[src/rtl/core/fbdc_pkg.sv]
// ----------------------------------------------------------------------------
// fbdc_pkg
// Constants and types for the fractional baud divisor calculator.
// ----------------------------------------------------------------------------
package fbdc_pkg;

  localparam longint unsigned CLOCK_HZ = 64'd32000000;

  localparam int BAUD_W  = 24;
  localparam int DIV_W   = 32;
  localparam int CNT_W   = $clog2(DIV_W);
  localparam int SCALE_W = 3;

  localparam logic [DIV_W-1:0]   DIVIDEND   = DIV_W'(CLOCK_HZ * 64);
  localparam logic [BAUD_W-1:0]  BAUD_MAX   = BAUD_W'(CLOCK_HZ / 16);
  localparam logic [DIV_W-1:0]   Q_OFFSET   = DIV_W'(1024);
  localparam logic [DIV_W-1:0]   NORM_LIMIT = DIV_W'(2096640);
  localparam logic [SCALE_W-1:0] MAX_SCALE  = SCALE_W'(7);
  localparam logic [CNT_W-1:0]   DIV_LAST   = CNT_W'(DIV_W - 1);

  typedef enum logic [2:0] {
    ST_IDLE,
    ST_DIV,
    ST_SUB,
    ST_NORM,
    ST_FIN
  } state_t;

endpackage

[src/rtl/core/fractional_baud_divisor_calc_unit.sv]
// ----------------------------------------------------------------------------
// fractional_baud_divisor_calc_unit
// Turns a requested baud rate into the two baud-control bytes of a
// fractional baud generator.
// ----------------------------------------------------------------------------
//  channel | ports                          | handshake
//  --------+--------------------------------+-------------------------------
//  input   | baud                           | start & !busy
//  result  | ok, baud_low, baud_high        | done, one cycle, no back-pressure
//
//  A valid rate takes a restoring divide of 32 quotient bits (one quotient
//  bit per cycle through one 25-bit subtractor), one offset step, up to 7
//  shift steps, one step that ends the shifts and one finish step, after
//  which done pulses with the result.
//  A rejected rate (zero or above CLOCK_HZ/16) gives done in the next cycle.
//  busy is high while an item is in work. Synchronous reset clears control.
// ----------------------------------------------------------------------------
module fractional_baud_divisor_calc_unit
  import fbdc_pkg::*;
(
  input  logic              clk,
  input  logic              rst,
  input  logic              start,
  input  logic [BAUD_W-1:0] baud,
  output logic              busy,
  output logic              done,
  output logic              ok,
  output logic [7:0]        baud_low,
  output logic [7:0]        baud_high
);

  state_t state, state_next;

  logic [DIV_W-1:0]   q, q_next;
  logic [BAUD_W-1:0]  rem, rem_next;
  logic [BAUD_W-1:0]  divisor, divisor_next;
  logic [CNT_W-1:0]   count, count_next;
  logic [SCALE_W-1:0] scale, scale_next;
  logic               done_next, ok_next;
  logic [7:0]         baud_low_next, baud_high_next;

  logic               reject;
  logic               can_shift;
  logic [BAUD_W:0]    trial;
  logic [BAUD_W:0]    diff;
  logic [15:0]        sel;
  logic [3:0]         nib;

  assign reject    = (baud == '0) || (baud > BAUD_MAX);
  assign can_shift = (q < NORM_LIMIT) && (scale < MAX_SCALE);
  assign trial     = {rem, q[DIV_W-1]};
  assign diff      = trial - {1'b0, divisor};
  assign sel       = q[25:10];
  assign nib       = 4'(5'd16 - {2'b00, scale});
  assign busy      = (state != ST_IDLE);

  always_comb begin
    state_next = state;
    unique case (state)
      ST_IDLE: begin
        if (start && !reject) state_next = ST_DIV;
      end
      ST_DIV: begin
        if (count == DIV_LAST) state_next = ST_SUB;
      end
      ST_SUB:  state_next = ST_NORM;
      ST_NORM: begin
        if (!can_shift) state_next = ST_FIN;
      end
      ST_FIN:  state_next = ST_IDLE;
      default: state_next = ST_IDLE;
    endcase
  end

  always_comb begin
    q_next         = q;
    rem_next       = rem;
    divisor_next   = divisor;
    count_next     = count;
    scale_next     = scale;
    done_next      = 1'b0;
    ok_next        = ok;
    baud_low_next  = baud_low;
    baud_high_next = baud_high;
    unique case (state)
      ST_IDLE: begin
        q_next       = DIVIDEND;
        rem_next     = '0;
        divisor_next = baud;
        count_next   = '0;
        scale_next   = '0;
        if (start && reject) begin
          done_next      = 1'b1;
          ok_next        = 1'b0;
          baud_low_next  = '0;
          baud_high_next = '0;
        end
      end
      ST_DIV: begin
        // restoring step: one quotient bit per cycle
        if (diff[BAUD_W]) begin
          rem_next = trial[BAUD_W-1:0];
          q_next   = {q[DIV_W-2:0], 1'b0};
        end else begin
          rem_next = diff[BAUD_W-1:0];
          q_next   = {q[DIV_W-2:0], 1'b1};
        end
        count_next = count + CNT_W'(1);
      end
      ST_SUB: q_next = q - Q_OFFSET;
      ST_NORM: begin
        if (can_shift) begin
          q_next     = {q[DIV_W-2:0], 1'b0};
          scale_next = scale + SCALE_W'(1);
        end
      end
      ST_FIN: begin
        done_next      = 1'b1;
        ok_next        = 1'b1;
        baud_low_next  = sel[7:0];
        baud_high_next = {nib, 4'b0000} | sel[15:8];
      end
      default: ;
    endcase
  end

  always_ff @(posedge clk) begin
    if (rst) begin
      state <= ST_IDLE;
      done  <= 1'b0;
    end else begin
      state <= state_next;
      done  <= done_next;
    end
  end

  always_ff @(posedge clk) begin
    q         <= q_next;
    rem       <= rem_next;
    divisor   <= divisor_next;
    count     <= count_next;
    scale     <= scale_next;
    ok        <= ok_next;
    baud_low  <= baud_low_next;
    baud_high <= baud_high_next;
  end

endmodule
[config.mk]
export PLATFORM = sky130hd
export DESIGN_NAME = fractional_baud_divisor_calc_unit
export DESIGN_NICKNAME = d
export VERILOG_FILES = /design/src/rtl/core/fbdc_pkg.sv /design/src/rtl/core/fractional_baud_divisor_calc_unit.sv
export SDC_FILE = /design/constraint.sdc
export NUM_CORES = 1
export LEC_CHECK = 0
export BUFFER_PORTS_ARGS = -buffer_cell sky130_fd_sc_hd__buf_2
export CORE_ASPECT_RATIO = 0.8
export CORE_UTILIZATION = 40
export DETAILED_ROUTE_END_ITERATION = 10
export GPL_TIMING_DRIVEN = 0
export PLACE_DENSITY = 0.69
export SKIP_CTS_REPAIR_TIMING = 1
export SLEW_MARGIN = 5
export SYNTH_ARGS = -nofsm -noshare
export SYNTH_HDL_FRONTEND = slang
export SYNTH_SLANG_ARGS = --single-unit
[constraint.sdc]
create_clock -name clk -period 3.3 [get_ports clk]
set_clock_uncertainty 0.1 [all_clocks]
set_input_delay 0.165 -clock clk [delete_from_list [all_inputs] [get_ports clk]]
set_output_delay 0.165 -clock clk [all_outputs]
set_load 0.05 [all_outputs]
==> flow_summary.json <==
{
  "cap_violations": 0,
  "grt_max_degree": 30,
  "nNetsFinal": 714,
  "drv_slew": 0,
  "cellLeakagePower_nw": 2.93,
  "switchingPower_mw": 0.731,
  "p_per_area_mw_per_mm2": 397,
  "port_buffers": 45,
  "hold_class": "input port to flop",
  "start_util": 0.411,
  "hold_violations": 0,
  "fin_area_mm2": 0.00733,
  "crit_required_ns": 3.32,
  "place_ws_ns": -0.205,
  "path_cells": "dlygate4sd3_1 -> buf_2 -> nor4_1 -> a211oi_1 -> a31oi_1 -> o22ai_1 -> or4_1 -> a21oi_1 -> nor3_2 -> buf_4",
  "firstDrtPassIters": 5,
  "synth_most_common_cell": "edfxtp_1",
  "hold_ws_ns": 0.140,
  "clockRootBuffer": "clkbuf_16",
  "synth_area_leader_cell": "edfxtp_1",
  "synth-edff-count": 105,
  "syn_area_mm2": 0.00619,
  "cts_sinks": 109,
  "n_antenna_cell": 0,
  "grt_use_total": 0.165,
  "worst-setup-path-type": "input port to flop",
  "drt_iter0_drc": 360,
  "setup-violations-final": 0,
  "p_comb_frac": 0.087,
  "grt_pass1_vias": 4192,
  "p_int_mw": 2.18,
  "critPathBufInv": 3,
  "tightest_slew_ns": 0.985,
  "cts_tree": "done",
  "fin_cells": 871,
  "layout-drive-gt1-share": 0.145,
  "grt_remaining_overflow": 0,
  "slowest_stage": "nor4_1",
  "yosys-top-cells-count": "edfxtp_1 (105), nor2_1 (47), a21oi_1 (39), inv_1 (39)",
  "syn-num-nets": 624,
  "dpl.cell_count": 822,
  "insertion_delay_ns": 0.36,
  "status": "completed",
  "areaGrowthSynthToFinish_pct": 18.5,
  "post-route-util": 0.487,
  "setup_slack_ns": 0.0981,
  "wl_um": 13100,
  "synthCells": 566,
  "antenna_found_initial": 0,
  "routabilityCongestion": 0.928,
  "synth.top_cell.area_share": 0.509,
  "cts_buffer_depth": 2,
  "crit_fanout": 13,
  "start_kind": "input port",
  "seq_power_share": 0.535,
  "switching_share": 0.251,
  "total_power_mw": 2.91,
  "fillCellCount": 1350,
  "clockPowerShare": 0.377,
  "drc": 0,
  "yosysWarnings": 0,
  "synth_ff_type": "edfxtp_1",
  "die_area_mm2": 0.0160,
  "ys_top_cells_by_area": "edfxtp_1 (51%), ha_1 (6.1%), xnor2_1 (3.5%)",
  "detail-route-antenna-nets": 0,
  "dieHeight_um": 113,
  "htree_levels": 3,
  "clk_pin_slew_worst_paths_ns": 0.08,
  "post_drt_wl_per_cell_um": 15.1,
  "grt_pass1_wl_um": 20700,
  "crit_family": "simple AND/OR/NAND/NOR gates",
  "period_minus_slack_ns": 3.20,
  "max_freq_mhz": 312,
  "ios": 46,
  "die_w_um": 141,
  "setup_tns_ns": 0,
  "syn_avg_cell_area_um2": 10.9,
  "yosysUniqueCellTypes": 56,
  "synth_seq_area_share": 0.522,
  "cts_made_buffers": 9,
  "async_flop_share": 0,
  "fin_crit_sh": 0.970,
  "critPathCaptureType": "flop",
  "synth_seq_cells": 109,
  "post-dp-hpwl_um": 9120,
  "max_stage_delay_ns": 0.67,
  "critPathArrivalTime_ns": 3.22,
  "relSlewSlack": 0.342,
  "vias": 4615,
  "fp.coreArea_mm2": 0.0151,
  "rows": 40,
  "post_dp_cell_area_mm2": 0.00670,
  "ir_drop_mv": 0.274,
  "viasPerCell": 5.30
}
==> sequential cells by signal, indices dropped and copies added, names as in the netlist, 3 cells and up <==
| name | flops |
|---|---|
| baud_high | 8 |
| baud_low | 8 |
| count | 5 |
| divisor | 24 |
| q | 32 |
| rem | 24 |
| scale | 3 |
| state | 3 |
==> power by group through the flow <==
stage	registers, mW	logic, mW	clock network (mW)
global placement	1.59	0.218	0
global route	1.56	0.278	1.16
floorplan	1.63	0.119	0
CTS	1.56	0.227	1.12
finish	1.56	0.254	1.10
detailed placement	1.59	0.226	0
==> placed cells by master (no fill, tap or decap), types with 4 or more instances in the layout <==
| cell type | netlist | routed |
|---|---|---|
| edfxtp_1 | 105 | 105 |
| buf_2 | 3 | 48 |
| nor2_1 | 47 | 46 |
| inv_1 | 39 | 39 |
| a21oi_1 | 39 | 38 |
| nand2_1 | 30 | 30 |
| ha_1 | 30 | 30 |
| xnor2_1 | 25 | 25 |
| and2_1 | 26 | 25 |
| dlygate4sd3_1 | 0 | 25 |
| o21ai_0 | 20 | 20 |
| mux2i_1 | 20 | 19 |
| clkbuf_1 | 15 | 15 |
| nand2b_1 | 15 | 15 |
| nor3_1 | 13 | 12 |
| xor2_1 | 12 | 12 |
| buf_4 | 2 | 10 |
| o22ai_1 | 10 | 10 |
| a21o_1 | 10 | 10 |
| nand3_1 | 9 | 9 |
| clkbuf_16 | 0 | 9 |
| nand4_1 | 8 | 8 |
| and3_1 | 7 | 7 |
| nor4_1 | 6 | 6 |
| a31oi_1 | 6 | 6 |
| a211oi_1 | 6 | 6 |
| nor2b_1 | 5 | 5 |
| a21boi_0 | 5 | 5 |
| o211ai_1 | 4 | 4 |
| dfxtp_1 | 4 | 4 |
==> cell families (layout without fill, tap and decap cells) <==
logic type / count (synthesis) / count (layout) / synth area share
AND/OR/NAND/NOR: 184 / 184 / 0.158
multiplexers: 24 / 24 / 0.0396
AO/OA/AOI/OAI: 121 / 122 / 0.124
adder cells (fa/ha/maj): 31 / 31 / 0.0639
buffers and inverters: 60 / 154 / 0.0394
XOR/XNOR: 37 / 37 / 0.0523
flip-flops: 109 / 109 / 0.522
==> worst min-delay path: cells and delay by family <==
kind / cells / cell delay, ns
buf+inv: 2 / 0.16
simple gates: 1 / 0.03
compound gates: 2 / 0.19
==> worst paths after layout <==
| path | from | endpoint | slack (ns) | depth (start not counted) |
|---|---|---|---|---|
| worst min register to register | q[6] | q[7] | 0.42 | 1 |
| worst max-delay path | baud[2] | baud_low[4] | 0.1 | 10 |
| worst min-delay path | start | state[0] | 0.14 | 5 |
| worst max register to register | q[31] | rem[13] | 0.16 | 13 |
==> per-layer routing <==
| metal | vias to the layer above | track usage | share of wire |
|---|---|---|---|
| li1 | 2250 | - | - |
| met2 | 138 | 0.250 | 0.44 |
| met3 | 19 | 0.0305 | 0.051 |
| met1 | 2208 | 0.237 | 0.49 |
| met5 | - | 0 | 0 |
| met4 | 0 | 0.0558 | 0.018 |
==> cell type report <==
class,count,area (um^2),share of cell area
multi-input combinational,398,2760,0.376
inverter,39,146,0.0200
buffer,21,101,0.0138
clock inverter,7,75.1,0.0102
timing repair buffer,78,536,0.0730
sequential,109,3230,0.441
clock buffer,9,225,0.0307
tap,210,263,0.0358
(Power assumes the default switching activity.)
